===== src/hdl/clnw_pkg.sv =====
// shared types, constants and tables of the character display nibble writer
package clnw_pkg;

    // field and register widths
    localparam int CMD_W       = 2;
    localparam int BYTE_W      = 8;
    localparam int NIBBLE_W    = 4;
    localparam int MS_W        = 8;
    localparam int POS_W       = 6;
    localparam int CFG_INDEX_W = 2;
    localparam int CFG_DATA_W  = 8;
    localparam int STEP_W      = 3;

    // default depth of the queue between front and back
    localparam int QUEUE_DEPTH_DEFAULT = 2;

    // register reset values
    localparam logic [MS_W-1:0]   PULSE_RESET     = 8'd15;
    localparam logic [POS_W-1:0]  LINE_LEN_RESET  = 6'd16;
    localparam logic [BYTE_W-1:0] WRAP_CMD_RESET  = 8'hC0;
    localparam logic [MS_W-1:0]   WRAP_WAIT_RESET = 8'd10;

    // init timing and position limit
    localparam logic [MS_W-1:0]  INIT_FIRST_WAIT  = 8'd30;
    localparam logic [MS_W-1:0]  INIT_SECOND_WAIT = 8'd10;
    localparam logic [POS_W-1:0] POS_MAX          = 6'd63;

    // last step of each kind of job, and the step of the second init byte
    localparam logic [STEP_W-1:0] STEP_LAST_INIT = 3'd7;
    localparam logic [STEP_W-1:0] STEP_LAST_BYTE = 3'd1;
    localparam logic [STEP_W-1:0] STEP_LAST_WRAP = 3'd3;
    localparam logic [STEP_W-1:0] STEP_SECOND_INIT_BYTE = 3'd2;

    // input command codes
    typedef enum logic [CMD_W-1:0] {
        CMD_INIT   = 2'd0,
        CMD_CMD    = 2'd1,
        CMD_DATA   = 2'd2,
        CMD_STRING = 2'd3
    } cmd_t;

    // configuration register indexes
    typedef enum logic [CFG_INDEX_W-1:0] {
        CFG_ENABLE_PULSE = 2'd0,
        CFG_LINE_LENGTH  = 2'd1,
        CFG_WRAP_COMMAND = 2'd2,
        CFG_WRAP_WAIT    = 2'd3
    } cfg_index_t;

    // kinds of job handed from front to back
    typedef enum logic [1:0] {
        JOB_INIT      = 2'd0,
        JOB_BYTE      = 2'd1,
        JOB_BYTE_WRAP = 2'd2
    } job_kind_t;

    // one classified word waiting for the back
    typedef struct packed {
        job_kind_t         kind;
        logic              rs;
        logic [BYTE_W-1:0] value;
        logic [MS_W-1:0]   first_wait;
    } job_t;

    // init byte sequence
    function automatic logic [BYTE_W-1:0] init_byte(input logic [1:0] idx);
        logic [BYTE_W-1:0] b;
        case (idx)
            2'd0:    b = 8'h33;
            2'd1:    b = 8'h32;
            2'd2:    b = 8'h0C;
            default: b = 8'h01;
        endcase
        return b;
    endfunction

    // saturating add of two millisecond counts
    function automatic logic [MS_W-1:0] add_sat(input logic [MS_W-1:0] a,
                                                 input logic [MS_W-1:0] b);
        logic [MS_W:0] s;
        s = {1'b0, a} + {1'b0, b};
        return s[MS_W] ? {MS_W{1'b1}} : s[MS_W-1:0];
    endfunction

endpackage


===== src/hdl/clnw_front.sv =====
// front: accepts input words, tracks string position and classifies into jobs
module clnw_front (
    input  logic                             clk,
    input  logic                             rst_n,
    input  logic                             accept,
    input  logic [clnw_pkg::CMD_W-1:0]       cmd,
    input  logic [clnw_pkg::BYTE_W-1:0]      byte_value,
    input  logic                             first_of_string,
    input  logic [clnw_pkg::POS_W-1:0]       line_length,
    input  logic [clnw_pkg::MS_W-1:0]        wrap_wait_ms,
    output clnw_pkg::job_t                   job
);
    import clnw_pkg::*;

    logic [POS_W-1:0] position_reg, position_next;
    logic             pending_reg, pending_next;
    logic [POS_W-1:0] pos;
    logic [MS_W-1:0]  extra;
    logic             wrap;

    // position of this character and wrap decision
    assign pos   = first_of_string ? '0 : position_reg;
    assign wrap  = ({1'b0, pos} + 7'd1) == {1'b0, line_length};
    assign extra = pending_reg ? wrap_wait_ms : '0;

    // classify the word
    always_comb
    begin
        job.rs         = 1'b0;
        job.value      = byte_value;
        job.kind       = JOB_BYTE;
        job.first_wait = extra;
        position_next  = position_reg;
        pending_next   = 1'b0;
        unique case (cmd_t'(cmd))
            CMD_INIT:
            begin
                job.kind       = JOB_INIT;
                job.first_wait = add_sat(INIT_FIRST_WAIT, extra);
            end
            CMD_CMD:
            begin
                job.rs = 1'b0;
            end
            CMD_DATA:
            begin
                job.rs = 1'b1;
            end
            CMD_STRING:
            begin
                job.rs        = 1'b1;
                job.kind      = wrap ? JOB_BYTE_WRAP : JOB_BYTE;
                pending_next  = wrap;
                position_next = (pos < POS_MAX) ? pos + 6'd1 : pos;
            end
        endcase
    end

    // string state, updated on every accepted word
    always_ff @(posedge clk or negedge rst_n)
    begin
        if (!rst_n)
        begin
            position_reg <= '0;
            pending_reg  <= 1'b0;
        end
        else if (accept)
        begin
            position_reg <= position_next;
            pending_reg  <= pending_next;
        end
    end

endmodule


===== src/hdl/clnw_queue.sv =====
// short queue of classified jobs between front and back
module clnw_queue #(
    parameter int DEPTH = clnw_pkg::QUEUE_DEPTH_DEFAULT
) (
    input  logic           clk,
    input  logic           rst_n,
    input  logic           push,
    input  clnw_pkg::job_t push_job,
    input  logic           pop,
    output logic           full,
    output logic           head_valid,
    output clnw_pkg::job_t head_job
);
    import clnw_pkg::*;

    localparam int PTR_W = $clog2(DEPTH);
    localparam int CNT_W = $clog2(DEPTH + 1);
    localparam logic [PTR_W-1:0] PTR_LAST = PTR_W'(DEPTH - 1);
    localparam logic [CNT_W-1:0] CNT_FULL = CNT_W'(DEPTH);

    job_t             slots_reg [DEPTH];
    logic [PTR_W-1:0] wr_ptr_reg, rd_ptr_reg;
    logic [CNT_W-1:0] count_reg;

    assign full       = (count_reg == CNT_FULL);
    assign head_valid = (count_reg != '0);
    assign head_job   = slots_reg[rd_ptr_reg];

    // storage
    always_ff @(posedge clk)
    begin
        if (push)
        begin
            slots_reg[wr_ptr_reg] <= push_job;
        end
    end

    // pointers and fill count
    always_ff @(posedge clk or negedge rst_n)
    begin
        if (!rst_n)
        begin
            wr_ptr_reg <= '0;
            rd_ptr_reg <= '0;
            count_reg  <= '0;
        end
        else
        begin
            if (push)
            begin
                wr_ptr_reg <= (wr_ptr_reg == PTR_LAST) ? '0 : wr_ptr_reg + 1'b1;
            end
            if (pop)
            begin
                rd_ptr_reg <= (rd_ptr_reg == PTR_LAST) ? '0 : rd_ptr_reg + 1'b1;
            end
            if (push && !pop)
            begin
                count_reg <= count_reg + 1'b1;
            end
            else if (pop && !push)
            begin
                count_reg <= count_reg - 1'b1;
            end
        end
    end

    // no overflow or underflow
    a_no_push_full: assert property (@(posedge clk) disable iff (!rst_n)
        push |-> (!full || pop))
        else $error("push into full queue");
    a_no_pop_empty: assert property (@(posedge clk) disable iff (!rst_n)
        pop |-> head_valid)
        else $error("pop from empty queue");
    a_count_range: assert property (@(posedge clk) disable iff (!rst_n)
        count_reg <= CNT_FULL)
        else $error("queue count out of range");

endmodule


===== src/hdl/clnw_back.sv =====
// back: expands each job into nibble transfers behind an output register
module clnw_back (
    input  logic                          clk,
    input  logic                          rst_n,
    input  logic                          head_valid,
    input  clnw_pkg::job_t                head_job,
    output logic                          pop,
    input  logic [clnw_pkg::MS_W-1:0]     enable_pulse_ms,
    input  logic [clnw_pkg::BYTE_W-1:0]   wrap_command,
    output logic                          out_valid,
    input  logic                          out_stall,
    output logic                          register_select,
    output logic [clnw_pkg::NIBBLE_W-1:0] nibble,
    output logic [clnw_pkg::MS_W-1:0]     pulse_ms,
    output logic [clnw_pkg::MS_W-1:0]     wait_before_ms,
    output logic                          last
);
    import clnw_pkg::*;

    logic [STEP_W-1:0]   step_reg;
    logic                valid_reg;
    logic                rs_reg, last_reg;
    logic [NIBBLE_W-1:0] nibble_reg;
    logic [MS_W-1:0]     pulse_reg, wait_reg;

    logic                load;
    logic                t_rs, t_last;
    logic [BYTE_W-1:0]   t_byte;
    logic [MS_W-1:0]     t_wait;
    logic [NIBBLE_W-1:0] t_nibble;

    assign load = head_valid && (!valid_reg || !out_stall);
    assign pop  = load && t_last;

    // transfer for the current step of the head job
    always_comb
    begin
        t_rs   = head_job.rs;
        t_byte = head_job.value;
        t_wait = (step_reg == '0) ? head_job.first_wait : '0;
        t_last = 1'b0;
        unique case (head_job.kind)
            JOB_INIT:
            begin
                t_rs   = 1'b0;
                t_byte = init_byte(step_reg[2:1]);
                if (step_reg == STEP_SECOND_INIT_BYTE)
                begin
                    t_wait = INIT_SECOND_WAIT;
                end
                t_last = (step_reg == STEP_LAST_INIT);
            end
            JOB_BYTE:
            begin
                t_last = (step_reg == STEP_LAST_BYTE);
            end
            JOB_BYTE_WRAP:
            begin
                if (step_reg[1])
                begin
                    t_rs   = 1'b0;
                    t_byte = wrap_command;
                end
                t_last = (step_reg == STEP_LAST_WRAP);
            end
            default:
            begin
                t_last = 1'b1;
            end
        endcase
        t_nibble = step_reg[0] ? t_byte[3:0] : t_byte[7:4];
    end

    // step counter and output valid
    always_ff @(posedge clk or negedge rst_n)
    begin
        if (!rst_n)
        begin
            step_reg  <= '0;
            valid_reg <= 1'b0;
        end
        else
        begin
            if (load)
            begin
                step_reg <= t_last ? '0 : step_reg + 1'b1;
            end
            if (load)
            begin
                valid_reg <= 1'b1;
            end
            else if (!out_stall)
            begin
                valid_reg <= 1'b0;
            end
        end
    end

    // output word
    always_ff @(posedge clk)
    begin
        if (load)
        begin
            rs_reg     <= t_rs;
            nibble_reg <= t_nibble;
            pulse_reg  <= enable_pulse_ms;
            wait_reg   <= t_wait;
            last_reg   <= t_last;
        end
    end

    assign out_valid       = valid_reg;
    assign register_select = rs_reg;
    assign nibble          = nibble_reg;
    assign pulse_ms        = pulse_reg;
    assign wait_before_ms  = wait_reg;
    assign last            = last_reg;

    // a job in progress stays at the head of the queue
    a_step_has_job: assert property (@(posedge clk) disable iff (!rst_n)
        (step_reg != '0) |-> head_valid)
        else $error("step counter running without a job");
    a_byte_steps: assert property (@(posedge clk) disable iff (!rst_n)
        (head_valid && head_job.kind == JOB_BYTE) |-> (step_reg <= STEP_LAST_BYTE))
        else $error("byte job beyond its last step");
    a_wrap_steps: assert property (@(posedge clk) disable iff (!rst_n)
        (head_valid && head_job.kind == JOB_BYTE_WRAP) |-> (step_reg <= STEP_LAST_WRAP))
        else $error("wrap job beyond its last step");

endmodule


===== src/hdl/char_lcd_nibble_writer_unit.sv =====
// top level of the character display nibble writer: config, front, queue, back
// with the queue empty, an accepted word is first written into the queue, then its first
// transfer is loaded into the back's output register
// throughput: one nibble transfer per cycle while out_stall is low; a word gives 2, 4 or 8
// transfers (byte, string character with wrap, init) through the back's single transfer register
// the front takes a word every cycle while the queue has room
// reset: config registers to defaults, string position and wrap flag cleared, queue empty
module char_lcd_nibble_writer_unit #(
    parameter int QUEUE_DEPTH = clnw_pkg::QUEUE_DEPTH_DEFAULT
) (
    input  logic                              clk,
    input  logic                              rst_n,
    input  logic                              in_valid,
    output logic                              in_stall,
    input  logic [clnw_pkg::CMD_W-1:0]        cmd,
    input  logic [clnw_pkg::BYTE_W-1:0]       byte_value,
    input  logic                              first_of_string,
    output logic                              out_valid,
    input  logic                              out_stall,
    output logic                              register_select,
    output logic [clnw_pkg::NIBBLE_W-1:0]     nibble,
    output logic [clnw_pkg::MS_W-1:0]         pulse_ms,
    output logic [clnw_pkg::MS_W-1:0]         wait_before_ms,
    output logic                              last,
    input  logic                              cfg_we,
    input  logic [clnw_pkg::CFG_INDEX_W-1:0]  cfg_index,
    input  logic [clnw_pkg::CFG_DATA_W-1:0]   cfg_data
);
    import clnw_pkg::*;

    logic [MS_W-1:0]   pulse_cfg_reg;
    logic [POS_W-1:0]  line_len_cfg_reg;
    logic [BYTE_W-1:0] wrap_cmd_cfg_reg;
    logic [MS_W-1:0]   wrap_wait_cfg_reg;

    logic accept, q_full, q_head_valid, q_pop;
    job_t front_job, head_job;

    // configuration registers
    always_ff @(posedge clk or negedge rst_n)
    begin
        if (!rst_n)
        begin
            pulse_cfg_reg     <= PULSE_RESET;
            line_len_cfg_reg  <= LINE_LEN_RESET;
            wrap_cmd_cfg_reg  <= WRAP_CMD_RESET;
            wrap_wait_cfg_reg <= WRAP_WAIT_RESET;
        end
        else if (cfg_we)
        begin
            unique case (cfg_index_t'(cfg_index))
                CFG_ENABLE_PULSE: pulse_cfg_reg     <= cfg_data;
                CFG_LINE_LENGTH:  line_len_cfg_reg  <= cfg_data[POS_W-1:0];
                CFG_WRAP_COMMAND: wrap_cmd_cfg_reg  <= cfg_data;
                CFG_WRAP_WAIT:    wrap_wait_cfg_reg <= cfg_data;
            endcase
        end
    end

    // input handshake
    assign in_stall = q_full;
    assign accept   = in_valid && !q_full;

    clnw_front u_front (
        .clk             (clk),
        .rst_n           (rst_n),
        .accept          (accept),
        .cmd             (cmd),
        .byte_value      (byte_value),
        .first_of_string (first_of_string),
        .line_length     (line_len_cfg_reg),
        .wrap_wait_ms    (wrap_wait_cfg_reg),
        .job             (front_job)
    );

    clnw_queue #(
        .DEPTH (QUEUE_DEPTH)
    ) u_queue (
        .clk        (clk),
        .rst_n      (rst_n),
        .push       (accept),
        .push_job   (front_job),
        .pop        (q_pop),
        .full       (q_full),
        .head_valid (q_head_valid),
        .head_job   (head_job)
    );

    clnw_back u_back (
        .clk             (clk),
        .rst_n           (rst_n),
        .head_valid      (q_head_valid),
        .head_job        (head_job),
        .pop             (q_pop),
        .enable_pulse_ms (pulse_cfg_reg),
        .wrap_command    (wrap_cmd_cfg_reg),
        .out_valid       (out_valid),
        .out_stall       (out_stall),
        .register_select (register_select),
        .nibble          (nibble),
        .pulse_ms        (pulse_ms),
        .wait_before_ms  (wait_before_ms),
        .last            (last)
    );

endmodule


===== config.mk =====
export PLATFORM = sky130hd
export DESIGN_NAME = char_lcd_nibble_writer_unit
export DESIGN_NICKNAME = d
export VERILOG_FILES = /design/src/hdl/clnw_pkg.sv /design/src/hdl/clnw_front.sv /design/src/hdl/clnw_queue.sv /design/src/hdl/clnw_back.sv /design/src/hdl/char_lcd_nibble_writer_unit.sv
export SDC_FILE = /design/constraint.sdc
export NUM_CORES = 1
export LEC_CHECK = 0
export BUFFER_PORTS_ARGS = -buffer_cell sky130_fd_sc_hd__buf_2
export CAP_MARGIN = 20
export CORE_MARGIN = 2
export CORE_UTILIZATION = 35
export CTS_BUF_LIST = sky130_fd_sc_hd__clkbuf_4 sky130_fd_sc_hd__clkbuf_8 sky130_fd_sc_hd__clkbuf_16
export DETAILED_ROUTE_END_ITERATION = 7
export MAX_ROUTING_LAYER = met4
export PLACE_DENSITY_LB_ADDON = 0.05
export SETUP_SLACK_MARGIN = 0.4
export SYNTH_ARGS = -nofsm -noshare
export SYNTH_HDL_FRONTEND = slang
export SYNTH_HIERARCHICAL = 1
export SYNTH_SLANG_ARGS = --single-unit

===== constraint.sdc =====
create_clock -name clk -period 4.5 [get_ports clk]
set_input_delay 0.225 -clock clk [delete_from_list [all_inputs] [get_ports clk]]
set_output_delay 0.225 -clock clk [all_outputs]
set_load 0.05 [all_outputs]

==> results of run 1 <==
## what timing repair did
item,4_1_cts,5_1_grt
endpoints found under the hold margin,10,0
resized for setup,0,0
buffers inserted,0,0
hold buffers,1,0
## cell usage in the layout, fill, tap and decap left out, types with 2 or more instances in the layout
cell type and count:
edfxtp_1 60, buf_2 49, dfrtp_1 36, mux2_2 34
nand2_1 27, mux2_4 19, nor2_1 18, ha_1 14
a21oi_1 13, inv_1 12, xor2_1 11, clkbuf_16 10
dfstp_2 9, nand3_1 9, and2_1 7, a221oi_1 6
xnor2_1 6, nor2b_1 5, nor3_1 5, o21ai_0 4
buf_4 3, clkbuf_4 2, and3_1 2, or3_1 2
or2b_1 2, mux2i_1 2, or2_1 2, o221ai_1 2
## final cells by class
| class | instances | area, um^2 | share of cell area |
|---|---|---|---|
| clock inverters | 3 | 46.3 | 0.00809 |
| multi-input cells | 224 | 1890 | 0.329 |
| well taps | 180 | 225 | 0.0393 |
| flip-flops and latches | 105 | 2940 | 0.513 |
| clock buffers | 13 | 279 | 0.0487 |
| repair buffers | 54 | 305 | 0.0533 |
| inverters | 12 | 45.0 | 0.00787 |
## worst max-delay path: stages, from the launching register on
cell and delay (ns):
dfrtp_1 0.73, mux2_4 0.37, inv_1 0.09, ha_1 0.24, xor2_1 0.19, a31oi_2 0.15
nor2_1 0.27, inv_1 0.08, ha_1 0.19, xor2_1 0.14, nor2_1 0.11, xor2_1 0.17
## Yosys cell counts, types with 2 or more instances
library cell / instances
edfxtp_1: 60
dfrtp_1: 36
mux2_2: 34
nand2_1: 27
mux2_4: 19
nor2_1: 18
ha_1: 14
a21oi_1: 13
inv_1: 12
xor2_1: 11
buf_4: 10
dfstp_2: 9
nand3_1: 9
and2_1: 7
a221oi_1: 6
xnor2_1: 6
nor2b_1: 5
nor3_1: 5
buf_6: 4
o21ai_0: 4
and3_1: 2
clkbuf_1: 2
mux2i_1: 2
o221ai_1: 2
or2_1: 2
or2b_1: 2
or3_1: 2
## power groups by stage
stage,registers (uW),logic [uW],clock network (uW)
3_5_place_dp,1610,1390,0
2_1_floorplan,1850,834,0
6_report,1580,1400,834
3_3_place_gp,1600,1390,0
5_1_grt,1630,1540,907
4_1_cts,1590,1400,870
## kinds of logic (layout without fill, tap and decap cells)
logic type | after synthesis | in the layout
compound gates | 40 | 40
xor+xnor | 18 | 18
fa+ha+maj | 14 | 14
buf+inv | 29 | 82
flops | 105 | 105
mux | 56 | 56
simple gates | 96 | 96
## worst paths after layout
check	slack, ns	end	from	cells after the start
worst max-delay path	1.68	u_queue/count_reg[1]$_DFFE_PN0P_	u_queue/rd_ptr_reg$_DFFE_PN0P_	11
worst min-delay path	0.07	u_queue/slots_reg[1][12]$_DFFE_PP_	byte_value[4]	1
worst max register to register	1.68	u_queue/count_reg[1]$_DFFE_PN0P_	u_queue/rd_ptr_reg$_DFFE_PN0P_	11
worst min register to register	0.44	u_back/pulse_ms[5]$_DFFE_PP_	pulse_cfg_reg[5]$_DFFE_PN0P_	0
max in group asynchronous	3.56	pulse_cfg_reg[5]$_DFFE_PN0P_	rst_n	3
min in group asynchronous	0.51	u_back/step_reg[1]$_DFFE_PN0P_	rst_n	3
## stage by stage
stage | total power (uW) | cell area (um^2) | instances | hold WS, ns | utilization
after floorplan | 2680 | 5000 | 358 | -0.0706 | -
after global placement | 2990 | 5360 | 573 | 0.370 | 0.385
after detailed placement | 3000 | 5360 | 573 | 0.368 | 0.385
after CTS | 3860 | 5700 | 590 | 0.0464 | 0.409
after global routing | 4080 | 5730 | 591 | 0.0522 | 0.411
final | 3820 | 5730 | 591 | 0.0660 | 0.411
## metal layers
metal,up-vias,track usage
met1,1425,0.190
met5,-,-
met4,0,0.0362
li1,1395,-
met3,7,0.0401
met2,34,0.233
==> metrics.json, run 1 <==
{
  "flow_run": {
    "maxCapViolations": 0
  },
  "grt": {
    "antenna_found_initial": 0,
    "grt_pass1_wl_mm": 16.1,
    "grt_start_max_net_pins": 46,
    "global_route.usage.total": 0.148,
    "globalRouteOverflowTotal": 0,
    "first_global_vias": 2923
  },
  "layout": {
    "syn_to_final_growth_pct": 14.5,
    "layout_cells_sized_above_1": 0.363,
    "net_count_reported_at_finish": 446,
    "antenna_cells": 0,
    "largest_reg_flops": 38,
    "fillerInstances": 1324
  },
  "routing": {
    "first_iter_violations": 134,
    "highest_layer": "met4",
    "drc": 0,
    "vias_per_cell": 4.84,
    "wl_met3_um": 303,
    "wl_per_cell_um": 16.5,
    "wirelength_mm": 9.76,
    "dr.pass1.iters": 4,
    "detailroute.via_count": 2861,
    "ant_nets": 0,
    "wl_met2_mm": 4.86,
    "drt-met1-wl_mm": 4.50
  },
  "pwr": {
    "irDropWorstVdd_mv": 0.270,
    "power.share.combinational": 0.367,
    "switchingPower_uw": 1390,
    "pwr_density_cell_nw_per_um2": 666,
    "switching_share": 0.365,
    "pwr-share-clk": 0.219,
    "cellInternalPower_uw": 2420,
    "total_leakage_power_uw": 0.00232,
    "share_of_total_power_in_sequential_cells": 0.414
  },
  "clock_tree": {
    "path_clk_slew_ns": 0.07,
    "clk-insertion-delay-late_ns": 0.35,
    "cts-htree-levels": 3,
    "numCtsBuffers": 9,
    "numClockSinks": 105,
    "clock_tree.root_cell": "clkbuf_16",
    "max-clock-path-buffers": 2,
    "cts_tree": "yes"
  },
  "yosys": {
    "post_synth.cell_area_avg_um2": 14.0,
    "netlist.top_cell.by_area": "edfxtp_1",
    "synth_area_leaders": "edfxtp_1 (36%), dfrtp_1 (18%), mux2_2 (7.7%), mux2_4 (5.7%), dfstp_2 (4.7%)",
    "ys_types": 62,
    "dominantRegCellSynth": "edfxtp_1",
    "yosys-mux-area-fraction": 0.140,
    "synth_compound_area_frac": 0.0630,
    "synth_top_family_by_area": "multiplexers",
    "yosysWarningCount": 6,
    "synth_enable_flop_cells": 60,
    "netlist_area_um2": 5000,
    "synth-seq-area-share": 0.588,
    "post_synth_and_or_nand_nor_area_fraction": 0.106,
    "syn-instance-count": 358,
    "yosys.area.top_type_share": 0.360,
    "async_set_reset_flop_share_out_of_synthesis": 0.429,
    "synth.net_count": 398,
    "synth_fa_ha_area_frac": 0.0350,
    "post_synth_xor_area_fraction": 0.0330,
    "synth-seq-cells": 105
  },
  "min_path": {
    "timing.hold.worst.class": "in2reg"
  },
  "die": {
    "die_x_um": 124,
    "boundaryPins": 50,
    "core_area_um2": 13900,
    "effective_utilization_at_floorplan": 0.359,
    "dieHeight_um": 124,
    "placementRows": 43,
    "die_ar_um2": 15300
  },
  "critical_path": {
    "cp_data_arrival_time_ns": 3.08,
    "worstPathMaxFanout": 11,
    "timing.critical_path.from_type": "register",
    "worstPathRequired_ns": 4.76,
    "timing.setup.critical_path_class": "reg2reg",
    "worst_setup_path_end_kind": "register"
  },
  "placed_design": {
    "place.detailed.hpwl_mm": 7.11,
    "preCtsSetupSlack_ns": 1.69,
    "finalWeightedCongestion": 0.803,
    "port_buffers": 49
  },
  "sta": {
    "timing_worst_slew_pin_value_ns": 1.01,
    "rsz0062_at_grt": "no",
    "timing.final.ws_setup_ns": 1.68,
    "maxSlewViolCount": 0,
    "clock-skew-final_ns": 0.00726,
    "totalNegativeSetupSlack_ns": 0,
    "min_period_over_period": 0.626,
    "timing_hold_violations_final": 0,
    "max-slew-margin-rel": 0.323,
    "max_clock_freq_mhz": 355,
    "layout_min_cycle_time_ns": 2.82,
    "finalSetupViolCount": 0
  },
  "outcome": {
    "run_status": "finished, final reports clean"
  }
}
(Power assumes the default switching activity.)
==> run 2: changes to the inputs <==
ABC_AREA = 1   (was default)
clock period = 2.7 ns   (was 4.5 ns; I/O delays follow)
==> run 2 against run 1 <==
Effect of this change:
- die area grew 2.6%
- synthesized area grew 2.7%
- clock-buffer cell count shrank 1
- wire length grew 11%
- non-clock buffer count grew 13
- critical endpoint unchanged
==> metrics.json, run 2 <==
{
  "die": {
    "dieHeight": {"value": 125, "unit": "um", "change": "+1.3%"},
    "die_ar": {"value": 15700, "unit": "um^2", "change": "+2.6%"},
    "placementRows": {"value": 44, "change": "+2.3%"},
    "core_area": {"value": 14400, "unit": "um^2", "change": "+3.5%"},
    "die_x": {"value": 125, "unit": "um", "change": "+1.3%"},
    "effective_utilization_at_floorplan": {"value": 0.356, "change": "-0.00272"},
    "boundaryPins": {"value": 50, "change": "unchanged"}
  },
  "clock_tree": {
    "clock_tree.root_cell": "clkbuf_16",
    "max-clock-path-buffers": {"value": 2, "change": "unchanged"},
    "numCtsBuffers": {"value": 9, "change": "unchanged"},
    "clk-insertion-delay-late": {"value": 0.35, "unit": "ns", "change": "about the same"},
    "cts_tree": "yes",
    "numClockSinks": {"value": 105, "change": "unchanged"},
    "cts-htree-levels": {"value": 3, "change": "unchanged"},
    "path_clk_slew": {"value": 0.07, "unit": "ns", "change": "about the same"}
  },
  "sta": {
    "whs": {"value": 0.0128, "unit": "ns", "change": "-0.0532 ns"},
    "min_period_over_period": {"value": 0.806, "change": "+0.180"},
    "timing_hold_violations_final": {"value": 0, "change": "unchanged"},
    "clock-skew-final": {"value": 0.0102, "unit": "ns", "change": "+0.00298 ns"},
    "finalSetupViolCount": {"value": 0, "change": "unchanged"},
    "rsz0062_at_grt": "no",
    "layout_min_cycle_time": {"value": 2.18, "unit": "ns", "change": "-0.641 ns"},
    "timing_worst_slew_pin_value": {"value": 0.643, "unit": "ns", "change": "-0.372 ns"},
    "max_clock_freq": {"value": 460, "unit": "MHz", "change": "+29%"},
    "max-slew-margin-rel": {"value": 0.570, "change": "+0.246"},
    "totalNegativeSetupSlack": {"value": 0, "unit": "ns", "change": "unchanged"},
    "maxSlewViolCount": {"value": 0, "change": "unchanged"}
  },
  "layout": {
    "layout_commonest_cell": "nand2_1",
    "fillerInstances": {"value": 1429, "change": "+7.9%"},
    "net_count_reported_at_finish": {"value": 590, "change": "+32%"},
    "antenna_cells": {"value": 0, "change": "unchanged"},
    "largest_reg_flops": {"value": 38, "change": "unchanged"},
    "layout_cells_sized_above_1": {"value": 0.252, "change": "-0.110"},
    "syn_to_final_growth_pct": 15.7,
    "finalNonFillerCells": {"value": 739, "change": "+25%"},
    "footprint_of_the_multi_input_gates": {"value": 1890, "unit": "um^2", "change": "+0.27%"},
    "final-seq-area": {"value": 2940, "unit": "um^2", "change": "about the same"},
    "mostFrequentLayoutCells": "nand2_1 (147), edfxtp_1 (60), buf_2 (49), inv_1 (37), dfrtp_1 (35)"
  },
  "yosys": {
    "synth-seq-area-share": {"value": 0.572, "change": "-0.0156"},
    "yosys-mux-area-fraction": {"value": 0.0555, "change": "-0.0843"},
    "async_set_reset_flop_share_out_of_synthesis": {"value": 0.429, "change": "unchanged"},
    "synth-seq-cells": {"value": 105, "change": "unchanged"},
    "synth_enable_flop_cells": {"value": 60, "change": "unchanged"},
    "ys_types": {"value": 39, "change": "-37%"},
    "synth_top_family_by_area": "simple AND/OR/NAND/NOR gates",
    "netlist.top_cell.by_area": "edfxtp_1",
    "synth_compound_area_frac": {"value": 0.0365, "change": "-0.0265"},
    "synth_area_leaders": "edfxtp_1 (35%), dfrtp_1 (18%), nand2_1 (11%), mux2_4 (5.6%), dfstp_2 (4.6%)",
    "netlist_area": {"value": 5140, "unit": "um^2", "change": "+2.7%"},
    "post_synth.cell_area_avg": {"value": 10.4, "unit": "um^2", "change": "-25%"},
    "synthMostInstantiatedCell": "nand2_1",
    "synth.net_count": {"value": 533, "change": "+34%"},
    "synth_fa_ha_area_frac": {"value": 0.0341, "change": "-0.000929"},
    "syn-instance-count": {"value": 493, "change": "+38%"},
    "synth.cells.most_frequent": "nand2_1 (147), edfxtp_1 (60), inv_1 (39)",
    "dominantRegCellSynth": "edfxtp_1",
    "post_synth_xor_area_fraction": {"value": 0.0102, "change": "-0.0228"},
    "post_synth_and_or_nand_nor_area_fraction": {"value": 0.228, "change": "+0.122"},
    "yosysWarningCount": {"value": 6, "change": "unchanged"},
    "yosys.area.top_type_share": {"value": 0.351, "change": "-0.00956"}
  },
  "pwr": {
    "total_power": {"value": 6330, "unit": "uW", "change": "+66%"},
    "pwr_density_cell": {"value": 1060, "unit": "nW/um^2", "change": "+60%"},
    "irDropWorstVdd": {"value": 0.355, "unit": "mV", "change": "+31%"},
    "total_leakage_power": {"value": 0.00273, "unit": "uW", "change": "+18%"}
  },
  "critical_path": {
    "crit_path_max_incr_delay": {"value": 0.44, "unit": "ns", "change": "-0.29 ns"},
    "worstRegToRegCells": {"value": 13, "change": "+2"},
    "timing.setup.critical_path_class": "reg2reg",
    "cp_data_arrival_time": {"value": 2.42, "unit": "ns", "change": "-0.66 ns"},
    "worstPathRequired": {"value": 2.94, "unit": "ns", "change": "-1.82 ns"},
    "worstPathMaxFanout": {"value": 4, "change": "-7"},
    "cp_cell_sequence": "mux2_4 -> ha_1 -> nand2_1 -> inv_1 -> nor2_2 -> nand3_2 -> a21oi_2 -> inv_1 -> ha_1 -> inv_1 -> nand3_1 -> nand2_1 -> nand2_1",
    "worst_setup_path_end_kind": "register",
    "r2r-end": "u_queue/count_reg[1]$_DFFE_PN0P_",
    "timing.critical_path.slowest_stage_cell": "dfrtp_2",
    "timing.critical_path.from_type": "register",
    "r2r_setup_slack": {"value": 0.52, "unit": "ns", "change": "-1.16 ns"},
    "reg2reg_from": "u_queue/rd_ptr_reg$_DFFE_PN0P_"
  },
  "grt": {
    "global_route.usage.total": {"value": 0.152, "change": "+0.00408"},
    "grt_pass1_wl": {"value": 18.0, "unit": "mm", "change": "+12%"},
    "grt_start_max_net_pins": {"value": 44, "change": "-4.3%"},
    "antenna_found_initial": {"value": 0, "change": "unchanged"},
    "first_global_vias": {"value": 3326, "change": "+14%"},
    "globalRouteOverflowTotal": {"value": 0, "change": "unchanged"}
  },
  "routing": {
    "wl_met2": {"value": 4.98, "unit": "mm", "change": "+2.6%"},
    "detailroute.via_count": {"value": 3451, "change": "+21%"},
    "first_iter_violations": {"value": 179, "change": "+34%"},
    "ant_nets": {"value": 0, "change": "unchanged"},
    "wirelength": {"value": 10.9, "unit": "mm", "change": "+11%"},
    "wl_per_cell": {"value": 14.7, "unit": "um", "change": "-11%"},
    "highest_layer": "met4",
    "vias_per_cell": {"value": 4.67, "change": "-3.5%"},
    "drt-met1-wl": {"value": 5.32, "unit": "mm", "change": "+18%"},
    "wl_met3": {"value": 285, "unit": "um", "change": "-5.9%"},
    "drc": {"value": 0, "change": "unchanged"},
    "dr.pass1.iters": {"value": 5, "change": "+1"}
  },
  "flow_run": {
    "maxCapViolations": {"value": 0, "change": "unchanged"}
  },
  "min_path": {
    "timing.hold.worst.class": "in2reg",
    "timing.hold.worst.start": "out_stall",
    "timing.hold.worst_endpoint": "u_back/out_valid$_DFFE_PN0P_",
    "hold_depth": {"value": 3, "change": "+2"}
  },
  "placed_design": {
    "number_of_cells_after_detailed_placement": {"value": 711, "change": "+24%"},
    "place.detailed.hpwl": {"value": 7.75, "unit": "mm", "change": "+9.0%"},
    "finalWeightedCongestion": {"value": 0.815, "change": "+1.4%"},
    "port_buffers": {"value": 49, "change": "unchanged"}
  },
  "outcome": {
    "run_status": "finished, final reports clean"
  }
}
-- run 2: cell types whose count changed in the layout (fill, tap and decap cells not counted), sizes merged, moves of 6 or more --
cell | before | now
o21ai | 5 | 11
mux2 | 54 | 19
xnor2 | 7 | 1
dlygate4sd3 | 1 | 9
inv | 12 | 47
and2 | 9 | 1
a221oi | 7 | 0
nand4 | 1 | 24
nand3 | 10 | 36
nor2 | 18 | 34
a21oi | 14 | 7
nand2 | 27 | 154
xor2 | 11 | 5
-- run 2: power breakdown --
part | internal (uW) | leakage (uW) | switching, uW | total (uW)
combinational | 825 | 0.00147 | 1690 | 2520
clock | 702 | 0.000143 | 571 | 1270
sequential | 2300 | 0.00111 | 238 | 2530
total | 3820 | 0.00273 | 2500 | 6330
-- run 2: cell type report --
| class | count | share of cell area |
|---|---|---|
| clock inverters | 4 | 0.00442 |
| repair buffers | 67 | 0.0699 |
| clock buffers | 12 | 0.0446 |
| inverters | 46 | 0.0295 |
| flip-flops and latches | 105 | 0.495 |
| multi-input cells | 321 | 0.318 |
| well taps | 184 | 0.0387 |
-- run 2: worst max-delay path by stage --
stage,from,slack (ns),to,cells past startpoint
finish,u_queue/rd_ptr_reg$_DFFE_PN0P_,0.52,u_queue/count_reg[1]$_DFFE_PN0P_,13
global route,u_queue/rd_ptr_reg$_DFFE_PN0P_,0.39,u_queue/count_reg[1]$_DFFE_PN0P_,13
CTS,u_queue/rd_ptr_reg$_DFFE_PN0P_,0.42,u_queue/count_reg[1]$_DFFE_PN0P_,12
detailed placement,u_queue/rd_ptr_reg$_DFFE_PN0P_,0.37,u_queue/count_reg[1]$_DFFE_PN0P_,12
global placement,u_queue/rd_ptr_reg$_DFFE_PN0P_,0.41,u_queue/count_reg[1]$_DFFE_PN0P_,12
floorplan,u_queue/rd_ptr_reg$_DFFE_PN0P_,0.42,u_queue/count_reg[1]$_DFFE_PN0P_,13
-- run 2: kinds of logic after synthesis --
kind of cell	count (synthesis)
simple gates	254
mux	19
flops	105
buf+inv	67
xor+xnor	6
compound gates	28
fa+ha+maj	14
-- run 2: critical path: cells and delay by family, from the launching register on --
kind                       cells  cell delay [ns]
DFF                            1             0.44
AOI/OAI and AO/OA              1             0.16
muxes                          1             0.33
adders and majority gates      2             0.51
buffers and inverters          3             0.19
and+or+nand+nor                6             0.44
-- run 2: stage by stage --
stage          area [um^2]  utilization  worst slack [ns]
2_1_floorplan         5140            -             0.416
3_3_place_gp          5510        0.382             0.406
3_5_place_dp          5510        0.382             0.372
4_1_cts               5880        0.408             0.417
5_1_grt               5940        0.412             0.391
6_report              5940        0.412             0.524
-- run 2: layer usage --
metal,vias up,global-route usage
li1,1767,-
met1,1612,0.203
met2,53,0.229
met3,19,0.0265
met4,0,0.0654
met5,-,-
-- run 2: repair_timing --
item / in CTS / in global routing
endpoints found under the setup margin: 1 / 2
endpoints found under the hold margin: 16 / 36
resized for setup: 1 / 5
pin swaps: 0 / 4
setup buffers: 0 / 2
hold buffers: 8 / 1
